`src/rtl/sem_pkg.sv`:
```
// Shared types and constants for the Sobel edge magnitude block.
// No dependencies; used by sem_mag and sobel_edge_magnitude_top.
`timescale 1ns / 1ps

package sem_pkg;

    localparam int WIDTH_BITS     = 11;
    localparam int HEIGHT_BITS    = 13;
    localparam int CFG_DATA_BITS  = 13;
    localparam int CFG_INDEX_BITS = 1;
    localparam int MAG_BITS       = 11;

    localparam logic [WIDTH_BITS-1:0]  WIDTH_RESET  = 11'd640;
    localparam logic [HEIGHT_BITS-1:0] HEIGHT_RESET = 13'd480;

    typedef enum logic [CFG_INDEX_BITS-1:0] {
        CFG_FRAME_WIDTH  = 1'b0,
        CFG_FRAME_HEIGHT = 1'b1
    } cfg_index_t;

    typedef struct packed {
        logic row_end;
        logic frame_end;
    } tag_t;

endpackage

```
`src/rtl/sem_mag.sv`:
```
// Magnitude pipeline: squares the two gradients, sums them and takes the
// floor square root, one result bit per stage. Depends on sem_pkg.
`timescale 1ns / 1ps

module sem_mag #(
    parameter int PIXEL_BITS = 8
) (
    input  logic                          clk,
    input  logic                          rst_n,
    input  logic                          grad_valid,
    output logic                          grad_ready,
    input  logic signed [PIXEL_BITS+2:0]  gx,
    input  logic signed [PIXEL_BITS+2:0]  gy,
    input  sem_pkg::tag_t                 grad_tag,
    output logic                          mag_valid,
    input  logic                          mag_stall,
    output logic [sem_pkg::MAG_BITS-1:0]  magnitude,
    output sem_pkg::tag_t                 mag_tag
);

    localparam int GW = PIXEL_BITS + 3;     // signed gradient
    localparam int SQ = 2 * PIXEL_BITS + 4; // one square
    localparam int XW = SQ + 1;             // sum of squares
    localparam int RW = PIXEL_BITS + 3;     // root bits, one stage each
    localparam int NS = RW + 3;             // gradient, square, sum, roots

    logic [NS-1:0]          valid_reg;
    sem_pkg::tag_t          tag_reg [NS];
    logic signed [GW-1:0]   gx_reg;
    logic signed [GW-1:0]   gy_reg;
    logic [SQ-1:0]          sqx_reg;
    logic [SQ-1:0]          sqy_reg;
    logic [XW-1:0]          x_reg [RW+1];
    logic [XW-1:0]          r_reg [RW+1];
    logic [XW-1:0]          x_next [RW];
    logic [XW-1:0]          r_next [RW];
    logic signed [2*GW-1:0] prod_x;
    logic signed [2*GW-1:0] prod_y;
    logic                   en;

    // advance the whole pipe unless the output beat is held
    assign en         = !valid_reg[NS-1] || !mag_stall;
    assign grad_ready = en;

    always_comb
    begin
        prod_x = gx_reg * gx_reg;
        prod_y = gy_reg * gy_reg;
    end

    for (genvar k = 0; k < RW; k++)
    begin : g_root
        localparam logic [XW-1:0] STEP_BIT = XW'(1) << (2 * (RW - 1 - k));
        logic [XW:0] trial;

        always_comb
        begin
            trial = {1'b0, r_reg[k]} + {1'b0, STEP_BIT};
            if ({1'b0, x_reg[k]} >= trial)
            begin
                x_next[k] = x_reg[k] - trial[XW-1:0];
                r_next[k] = (r_reg[k] >> 1) + STEP_BIT;
            end
            else
            begin
                x_next[k] = x_reg[k];
                r_next[k] = r_reg[k] >> 1;
            end
        end
    end

    always_ff @(posedge clk or negedge rst_n)
    begin
        if (!rst_n)
        begin
            valid_reg <= '0;
        end
        else if (en)
        begin
            valid_reg <= {valid_reg[NS-2:0], grad_valid};
        end
    end

    always_ff @(posedge clk)
    begin
        if (en)
        begin
            tag_reg[0] <= grad_tag;
            for (int s = 1; s < NS; s++)
            begin
                tag_reg[s] <= tag_reg[s-1];
            end
            gx_reg   <= gx;
            gy_reg   <= gy;
            sqx_reg  <= prod_x[SQ-1:0];
            sqy_reg  <= prod_y[SQ-1:0];
            x_reg[0] <= XW'(sqx_reg) + XW'(sqy_reg);
            r_reg[0] <= '0;
            for (int k = 0; k < RW; k++)
            begin
                x_reg[k+1] <= x_next[k];
                r_reg[k+1] <= r_next[k];
            end
        end
    end

    assign mag_valid = valid_reg[NS-1];
    assign magnitude = sem_pkg::MAG_BITS'(r_reg[RW]);
    assign mag_tag   = tag_reg[NS-1];

endmodule

```
`config.mk`:
```
export PLATFORM = sky130hd
export DESIGN_NAME = sem_mag
export DESIGN_NICKNAME = d
export VERILOG_FILES = /design/src/rtl/sem_pkg.sv /design/src/rtl/sem_mag.sv
export SDC_FILE = /design/constraint.sdc
export NUM_CORES = 1
export LEC_CHECK = 0
export BUFFER_PORTS_ARGS = -buffer_cell sky130_fd_sc_hd__buf_2
export CAP_MARGIN = 20
export CORE_ASPECT_RATIO = 1.25
export CORE_UTILIZATION = 60
export CTS_BUF_LIST = sky130_fd_sc_hd__clkbuf_2
export DETAILED_ROUTE_END_ITERATION = 12
export MAX_ROUTING_LAYER = met4
export PLACE_DENSITY = 0.77
export REMOVE_ABC_BUFFERS = 1
export SKIP_CTS_REPAIR_TIMING = 1
export SYNTH_ARGS = -nofsm -noshare
export SYNTH_HDL_FRONTEND = slang
export SYNTH_SLANG_ARGS = --single-unit
```
`constraint.sdc`:
```
create_clock -name clk -period 34.3 [get_ports clk]
set_clock_uncertainty 0.1 [all_clocks]
set_input_delay 6.86 -clock clk [delete_from_list [all_inputs] [get_ports clk]]
set_output_delay 6.86 -clock clk [all_outputs]
set_load 0.01 [all_outputs]
```
==> flow_metrics.tcl, run 1 <==
set metrics [dict create \
    status "completed" \
    ys_seq_area_frac 0.4781 \
    antenna_found_initial 2 \
    synth_area_leaders "edfxtp_1 46%, fa_1 15%, ha_1 8.6%, inv_1 5.8%, xnor2_1 3.0%" \
    ys_types 74 \
    grt_use_met3 0.03263 \
    fin_crit_sh 0.4171 \
    rr_worst_depth 16 \
    grt_pass1_wl_um 74240 \
    cts_buffers 90 \
    hold_end "tag_reg[1][0]" \
    h-tree-depth 3 \
    synth_common_cells "387 x inv_1, 385 x edfxtp_1, 189 x fa_1, 171 x ha_1, 106 x nand2_1" \
    syn_to_final_growth_pct 6.745 \
    use_met2 0.4575 \
    synth_ff_type "edfxtp_1" \
    setup-violations-final 0 \
    nFillCells 3037 \
    synth_most_common_cell "inv_1" \
    drt-initial-drc-count 745 \
    r2r-end "sqy_reg[19]" \
    clk_pin_slew_ps 100 \
    antenna_left 0 \
    grt_usage 0.2334 \
    regToRegStartpoint "gy_reg[10]" \
    multiInputGateArea_mm2 0.01140 \
    required_ps 27340 \
    hold_ws_ps 282.5 \
    cts_num_sinks 399 \
    synth_edf_count 385 \
    final-hold-violation-count 0 \
    yosys.area.top_type "edfxtp_1" \
    tightest_slew_ps 1070 \
    finalMaxSlewViolations 0 \
    syn_avg_cell_area_um2 12.26 \
    relSlewSlack 0.2867 \
    largest_reg_flops 231 \
    hp-class "reg2reg" \
    tns_ps 0 \
    ys_ff_latch 399 \
    rsz0062_at_grt "no" \
    post_drt_wl_per_cell_um 16.16 \
    fin_crit_ps 14310 \
    dieArea_mm2 0.04235 \
    fin_cells 2759 \
    overflow 0 \
    drt_pass1_iterations 5 \
    io_buffers 42 \
    min_from "tag_reg[0][6]" \
    end_kind "output port" \
    whs_path_depth 0 \
    crit_fanout 5 \
    die_x_um 184.3 \
    cts_tree "done" \
    synth.cell_area_mm2 0.02491 \
    drc 0 \
    use_met1 0.1952 \
    register_area_mm2 0.01191 \
    rows 83 \
    grt_pass1_vias 16510 \
    path_class "in2out" \
    nNetsFinal 2524 \
    synthCells 2032 \
    ff2ff_setup_slack_ps 28450 \
    dpl.cell_count 2596 \
    wirelength_um 44580 \
    grt_max_degree 161 \
    drive_gt1_frac 0.1115 \
    max_freq_mhz 69.90 \
    grt_busiest_layer "met2" \
    cts-root-buf "clkbuf_2" \
    via_per_inst 5.406 \
    gp_congestion 0.8401 \
    start_util 0.6074 \
    place_hpwl_um 34380 \
    synthArstFlopShare 0.03509 \
    core_mm2 0.04102 \
    clock_latency_ps 1040 \
    cts_max_path_buffers 3 \
    yosys.area.top_type_share 0.4640 \
    synth_warnings 0 \
    critPathLaunchType "input port" \
    critPathArrivalTime_ps 7350 \
    max-cap-violations 0 \
    die_height_um 229.8 \
    io_pins 43 \
    route.vias.total 14920 \
]
## cell type report
| cell class | instances | area share |
|---|---|---|
| clock buffers | 134 | 0.02522 |
| clock inverters | 28 | 0.007481 |
| repair buffers | 48 | 0.009974 |
| flip-flops and latches | 399 | 0.4479 |
| well taps | 552 | 0.02597 |
| multi-input cells | 1210 | 0.4287 |
| diodes | 1 | 0.00009410 |
| inverters | 387 | 0.05462 |
## per-layer routing
metal	up-vias	part of all wire	wire length [um]
met5	-	0	0
met4	0	0.062	2783
met3	144	0.029	1277
met2	307	0.59	26500
met1	7363	0.31	14010
li1	7101	-	-
## per-stage QoR
| step | utilization | setup slack [ps] | instance area (um2) |
|---|---|---|---|
| 6_report | 0.6483 | 19990 | 26590 |
| 5_1_grt | 0.6483 | 19970 | 26590 |
| 4_1_cts | 0.6483 | 19980 | 26590 |
| 3_5_place_dp | 0.6271 | 19980 | 25720 |
| 3_3_place_gp | 0.6269 | 19970 | 25720 |
| 2_1_floorplan | - | 12090 | 24760 |
## worst max-delay path, cell delays in order
cell     delay [ps]
buf_2           110
nand2_4         180
buf_2           190
## worst max-delay path by stage
stage	cells past startpoint	startpoint	to	slack (ps)
2_1_floorplan	1	mag_stall	grad_ready	12090
3_3_place_gp	3	mag_stall	grad_ready	19970
3_5_place_dp	3	mag_stall	grad_ready	19980
4_1_cts	3	mag_stall	grad_ready	19980
5_1_grt	3	mag_stall	grad_ready	19970
6_report	3	mag_stall	grad_ready	19990
## kinds of logic (layout without fill, tap and decap cells)
group                      count (synthesis)  count (layout)  synth area share
AOI/OAI and AO/OA                        236             236           0.06192
buffers and inverters                    423             597           0.06453
xor gates and xnor gates                 135             135           0.04776
muxes                                     31              31           0.01431
adders and majority gates                360             360            0.2377
DFF                                      399             399            0.4781
other                                      1               2         0.0001505
and+or+nand+nor                          447             447           0.09547
## layout by cell type (no fill, tap or decap), types with 17 or more instances in the layout
cell type / n
a21o_1: 21
a21oi_1: 52
and2_1: 61
buf_2: 43
clkbuf_2: 134
clkinv_1: 19
edfxtp_1: 385
fa_1: 189
ha_1: 171
inv_1: 387
mux2_2: 21
nand2_1: 105
nand2b_1: 17
nand3_1: 17
nor2_1: 77
nor2b_1: 35
nor3_1: 42
nor4_1: 23
o21a_1: 35
o21ai_0: 55
xnor2_1: 86
xor2_1: 48
Power of run 1 is not shown: default switching activity piles up to over one toggle a cycle in this logic, so the estimate is an artifact.
==> run 2, diff against run 1 <==
--- a/config.mk
+++ b/config.mk
@@ -5,6 +5,7 @@
 export SDC_FILE = /design/constraint.sdc
 export NUM_CORES = 1
 export LEC_CHECK = 0
+export ABC_AREA = 1
 export BUFFER_PORTS_ARGS = -buffer_cell sky130_fd_sc_hd__buf_2
 export CAP_MARGIN = 20
 export CORE_ASPECT_RATIO = 1.25
==> constraint.sdc (replaced) <==
create_clock -name clk -period 14.95 [get_ports clk]
set_clock_uncertainty 0.1 [all_clocks]
set_input_delay 2.99 -clock clk [delete_from_list [all_inputs] [get_ports clk]]
set_output_delay 2.99 -clock clk [all_outputs]
set_load 0.01 [all_outputs]
==> flow_metrics.tcl, run 2 <==
set metrics [dict create \
    drt_pass1_iterations 8 \
    synthArstFlopShare 0.03509 \
    cts_buffers 96 \
    critPathArrivalTime_ps 3890 \
    dieArea_mm2 0.04597 \
    yosys.area.top_type_share 0.4271 \
    drive_gt1_frac 0.08178 \
    synth_edf_count 385 \
    route.vias.total 18780 \
    hold_ws_ps 305.4 \
    synth_most_common_cell "nand2_1" \
    grt_max_degree 73 \
    ys_seq_area_frac 0.4400 \
    h-tree-depth 3 \
    syn_to_final_growth_pct 6.259 \
    nNetsFinal 3309 \
    grt_pass1_wl_um 90660 \
    crit_fanout 45 \
    synth_warnings 0 \
    cp_top_family "simple AND/OR/NAND/NOR gates" \
    rows 86 \
    largest_reg_flops 231 \
    fin_crit_sh 0.4671 \
    place_hpwl_um 42030 \
    drc 0 \
    tns_ps 0 \
    core_mm2 0.04433 \
    synth.cell_area_mm2 0.02707 \
    io_pins 43 \
    ys_ff_latch 399 \
    overflow 0 \
    synth_ff_type "edfxtp_1" \
    cts_num_sinks 399 \
    clock_latency_ps 1010 \
    path_cells "buf_2, nand2_4, buf_2" \
    grt_usage 0.2585 \
    gp_congestion 0.8935 \
    via_per_inst 5.262 \
    path_class "in2out" \
    setup-violations-final 0 \
    slowest_stage "nand2_4" \
    path_buf_inv 2 \
    start_util 0.6106 \
    tightest_slew_ps 875.3 \
    final-hold-violation-count 0 \
    hp-class "reg2reg" \
    post_drt_wl_per_cell_um 15.20 \
    antenna_left 0 \
    die_height_um 239.5 \
    die_x_um 192.0 \
    clk_pin_slew_ps 100 \
    cts_tree "done" \
    cts_max_path_buffers 3 \
    finalMaxSlewViolations 0 \
    relSlewSlack 0.4165 \
    ys_types 51 \
    drt-initial-drc-count 995 \
    yosys.area.top_type "edfxtp_1" \
    status "completed" \
    final_cell_mix "648 x nand2_1, 613 x inv_1, 385 x edfxtp_1" \
    critPathLaunchType "input port" \
    syn_avg_cell_area_um2 9.612 \
    dpl.cell_count 3395 \
    cts-root-buf "clkbuf_2" \
    fin_crit_ps 6984 \
    cpPeakStageDelay_ps 460 \
    grt_pass1_vias 19480 \
    max_freq_mhz 143.2 \
    max-cap-violations 0 \
    end_kind "output port" \
    cpMostUsedCell "buf_2" \
    synth_common_cells "649 x nand2_1, 613 x inv_1, 385 x edfxtp_1, 189 x fa_1, 179 x nor2_1" \
    synth_area_leaders "edfxtp_1 43%, fa_1 14%, nand2_1 9.0%, inv_1 8.5%, ha_1 7.9%" \
    required_ps 11860 \
    io_buffers 42 \
    dpl_worst_slack_ps 7936 \
    rsz0062_at_grt "no" \
    fin_ws_ps 7966 \
    final_common_cell "nand2_1" \
    fin_cells 3569 \
    antenna_found_initial 1 \
    wirelength_um 54250 \
    synthCells 2816 \
]
## run 2: cell types whose count changed after synthesis, moves of 21 or more
cell	delta
nand2_1	+543
inv_1	+226
nand3_1	+113
nor2_1	+102
and2_1	-61
xnor2_1	-59
a21oi_1	+57
nor2b_1	-35
o21a_1	-33
nand4_1	+30
xor2_1	+29
mux2_2	-21
nor3_1	-21
## run 2: worst paths after layout
| kind | start | to | depth (start not counted) | slack, ps |
|---|---|---|---|---|
| hold reg to reg | x_reg[0][10] | x_reg[1][10] | 0 | 310 |
| setup / recovery | mag_stall | grad_ready | 3 | 7970 |
| min in group asynchronous | rst_n | valid_reg[1] | 1 | 1820 |
| max in group asynchronous | rst_n | valid_reg[4] | 1 | 12610 |
| hold / removal | x_reg[0][10] | x_reg[1][10] | 0 | 310 |
| setup reg to reg | gy_reg[10] | sqy_reg[19] | 19 | 9270 |
## run 2: worst reg2reg max path: cells and delay by family (launching register included)
| family | cells | cell delay (ps) |
|---|---|---|
| compound gates | 3 | 620 |
| simple gates | 5 | 600 |
| buf+inv | 5 | 560 |
| flops | 1 | 570 |
| fa+ha+maj | 6 | 2980 |
## run 2: layer usage
layer,wire length [um],GRT usage,vias to the layer above
li1,-,-,9223
met1,20850,0.2791,8997
met2,28990,0.4612,409
met3,2026,0.03619,152
met4,2386,0.1291,0
met5,0,-,-
## run 2: cell families (layout without fill, tap and decap cells)
kind of cell | after synthesis | after routing | synth area share
AOI/OAI and AO/OA | 228 | 228 | 0.04738
xor gates and xnor gates | 104 | 104 | 0.03365
adders and majority gates | 360 | 360 | 0.2188
buffers and inverters | 658 | 838 | 0.09416
DFF | 399 | 399 | 0.4400
other | 1 | 2 | 0.0001385
and+or+nand+nor | 1066 | 1066 | 0.1658
## run 2: final cells by class
cell class / count / area [um2]
fill: 3583 / 15570
multi-input combinational: 1759 / 12620
sequential: 399 / 11910
inverter: 617 / 2321
tap: 572 / 715.7
clock buffer: 132 / 660.6
clock inverter: 41 / 280.3
timing repair buffer: 48 / 255.2
antenna: 1 / 2.502
## run 2: per-stage QoR
stage / util / instance area (um2)
final: 0.6488 / 28760
after global routing: 0.6488 / 28760
after CTS: 0.6487 / 28760
after detailed placement: 0.6275 / 27820
after global placement: 0.6275 / 27820
after floorplan: - / 26840
Power of run 2 is left out for the same reason.
==> run 3, diff against run 2 <==
--- a/config.mk
+++ b/config.mk
@@ -13,7 +13,7 @@
 export CTS_BUF_LIST = sky130_fd_sc_hd__clkbuf_2
 export DETAILED_ROUTE_END_ITERATION = 12
 export MAX_ROUTING_LAYER = met4
-export PLACE_DENSITY = 0.77
+export PLACE_DENSITY = 0.8
 export REMOVE_ABC_BUFFERS = 1
 export SKIP_CTS_REPAIR_TIMING = 1
 export SYNTH_ARGS = -nofsm -noshare
==> constraint.sdc (replaced) <==
create_clock -name clk -period 5.8 [get_ports clk]
set_clock_uncertainty 0.1 [all_clocks]
set_input_delay 1.16 -clock clk [delete_from_list [all_inputs] [get_ports clk]]
set_output_delay 1.16 -clock clk [all_outputs]
set_load 0.01 [all_outputs]
==> flow_metrics.tcl, run 3 (synthesized netlist as in run 2, its figures left out) <==
set metrics [dict create \
    status "completed" \
    cpMostUsedCell "inv_1" \
    place_hpwl_um 43640 \
    io_buffers 42 \
    required_ps 6460 \
    dieArea_mm2 0.04597 \
    drt_pass1_iterations 7 \
    max_freq_mhz 182.7 \
    grt_pass1_vias 19730 \
    final_cell_mix "648 x nand2_1, 613 x inv_1, 385 x edfxtp_1" \
    antenna_found_initial 1 \
    path_buf_inv 6 \
    wirelength_um 55790 \
    critPathLaunchType "flop" \
    nNetsFinal 3318 \
    grt_usage 0.2649 \
    die_height_um 239.5 \
    drt-initial-drc-count 901 \
    rows 86 \
    post_drt_wl_per_cell_um 15.62 \
    grt_pass1_wl_um 92020 \
    route.vias.total 18750 \
    fin_crit_ps 5475 \
    via_per_inst 5.250 \
    hold_ws_ps 197.6 \
    drc 0 \
    gp_congestion 0.8998 \
    h-tree-depth 3 \
    final-hold-violation-count 0 \
    io_pins 43 \
    path_cells "nand2_1, inv_1, fa_1, inv_1, fa_1, inv_1, fa_1, inv_1, fa_1, fa_1, inv_1, ha_1, a21oi_1, o21a_1, nand2_1, a21oi_1, inv_1, nand2_1, nand2_1" \
    start_util 0.6106 \
    cts_tree "done" \
    hp-class "in2reg" \
    cts_max_path_buffers 3 \
    core_mm2 0.04433 \
    crit_fanout 12 \
    clk_pin_slew_ps 140 \
    slowest_stage "fa_1" \
    nFillCells 3659 \
    largest_reg_flops 231 \
    clock_latency_ps 1030 \
    critPathArrivalTime_ps 6130 \
    fin_util 0.6488 \
    path_class "reg2reg" \
    final_common_cell "nand2_1" \
    overflow 0 \
    end_kind "flop" \
    cpPeakStageDelay_ps 690 \
    cts_num_sinks 399 \
    die_x_um 192.0 \
    finalMaxSlewViolations 0 \
    antenna_left 0 \
    syn_to_final_growth_pct 6.254 \
    setup-violations-final 0 \
    fin_crit_sh 0.9439 \
    cts-root-buf "clkbuf_2" \
    drive_gt1_frac 0.08506 \
    cts_buffers 97 \
    rsz0062_at_grt "no" \
    tightest_slew_ps 826.8 \
    relSlewSlack 0.4437 \
    grt_max_degree 139 \
    max-cap-violations 0 \
    cp_top_family "adder cells" \
]
run 3: cell types whose count changed in the layout (fill, tap and decap cells not counted), moves of 2 or more:
cell	before	now
clkinv_1	25	16
clkbuf_2	132	138
buf_4	6	11
bufinv_16	4	1
buf_12	0	2
run 3: worst paths after layout:
kind                       cells past startpoint  slack (ps)     startpoint             to
setup reg to reg                              19         330     gy_reg[10]    sqy_reg[19]
max in group asynchronous                      2        4890          rst_n   valid_reg[4]
min in group asynchronous                      2         450          rst_n   valid_reg[6]
hold / removal                                 1         200          gx[0]      gx_reg[0]
setup / recovery                              19         330     gy_reg[10]    sqy_reg[19]
hold reg to reg                                0         310  tag_reg[1][2]  tag_reg[1][4]
run 3: metal layers:
| metal | vias to the layer above | track usage | share of wire |
|---|---|---|---|
| met5 | - | - | 0 |
| met4 | 0 | 0.1308 | 0.042 |
| met3 | 141 | 0.03546 | 0.035 |
| met2 | 379 | 0.4935 | 0.56 |
| met1 | 9015 | 0.2687 | 0.37 |
| li1 | 9217 | - | - |
run 3: area by class of cell:
type	count	area, um2	share of cell area
Sequential cell	399	11910	0.4141
Antenna cell	2	5.005	0.0001740
Timing Repair Buffer	56	342.8	0.01192
Clock buffer	138	690.7	0.02401
Tap cell	572	715.7	0.02488
Multi-Input combinational cell	1759	12620	0.4386
Inverter	617	2321	0.08070
Clock inverter	29	158.9	0.005525
run 3: through the flow:
| step | setup TNS (ps) | worst slack (ps) | cell area [um2] | instances |
|---|---|---|---|---|
| 4_1_cts | 0 | 288.5 | 28750 | 3569 |
| 6_report | 0 | 325.3 | 28760 | 3572 |
| 3_5_place_dp | 0 | 357.2 | 27900 | 3402 |
| 3_3_place_gp | 0 | 448.0 | 27900 | 3402 |
| 2_1_floorplan | -1958490 | -5101 | 26840 | 2775 |
| 5_1_grt | 0 | 55.73 | 28760 | 3572 |
run 3: worst register-to-register path: cells and delay by family (launching register included):
| kind | cells | cell delay [ps] |
|---|---|---|
| simple gates | 4 | 350 |
| flops | 1 | 580 |
| buf+inv | 6 | 500 |
| fa+ha+maj | 6 | 3260 |
| compound gates | 3 | 450 |
Power of run 3 is left out for the same reason.
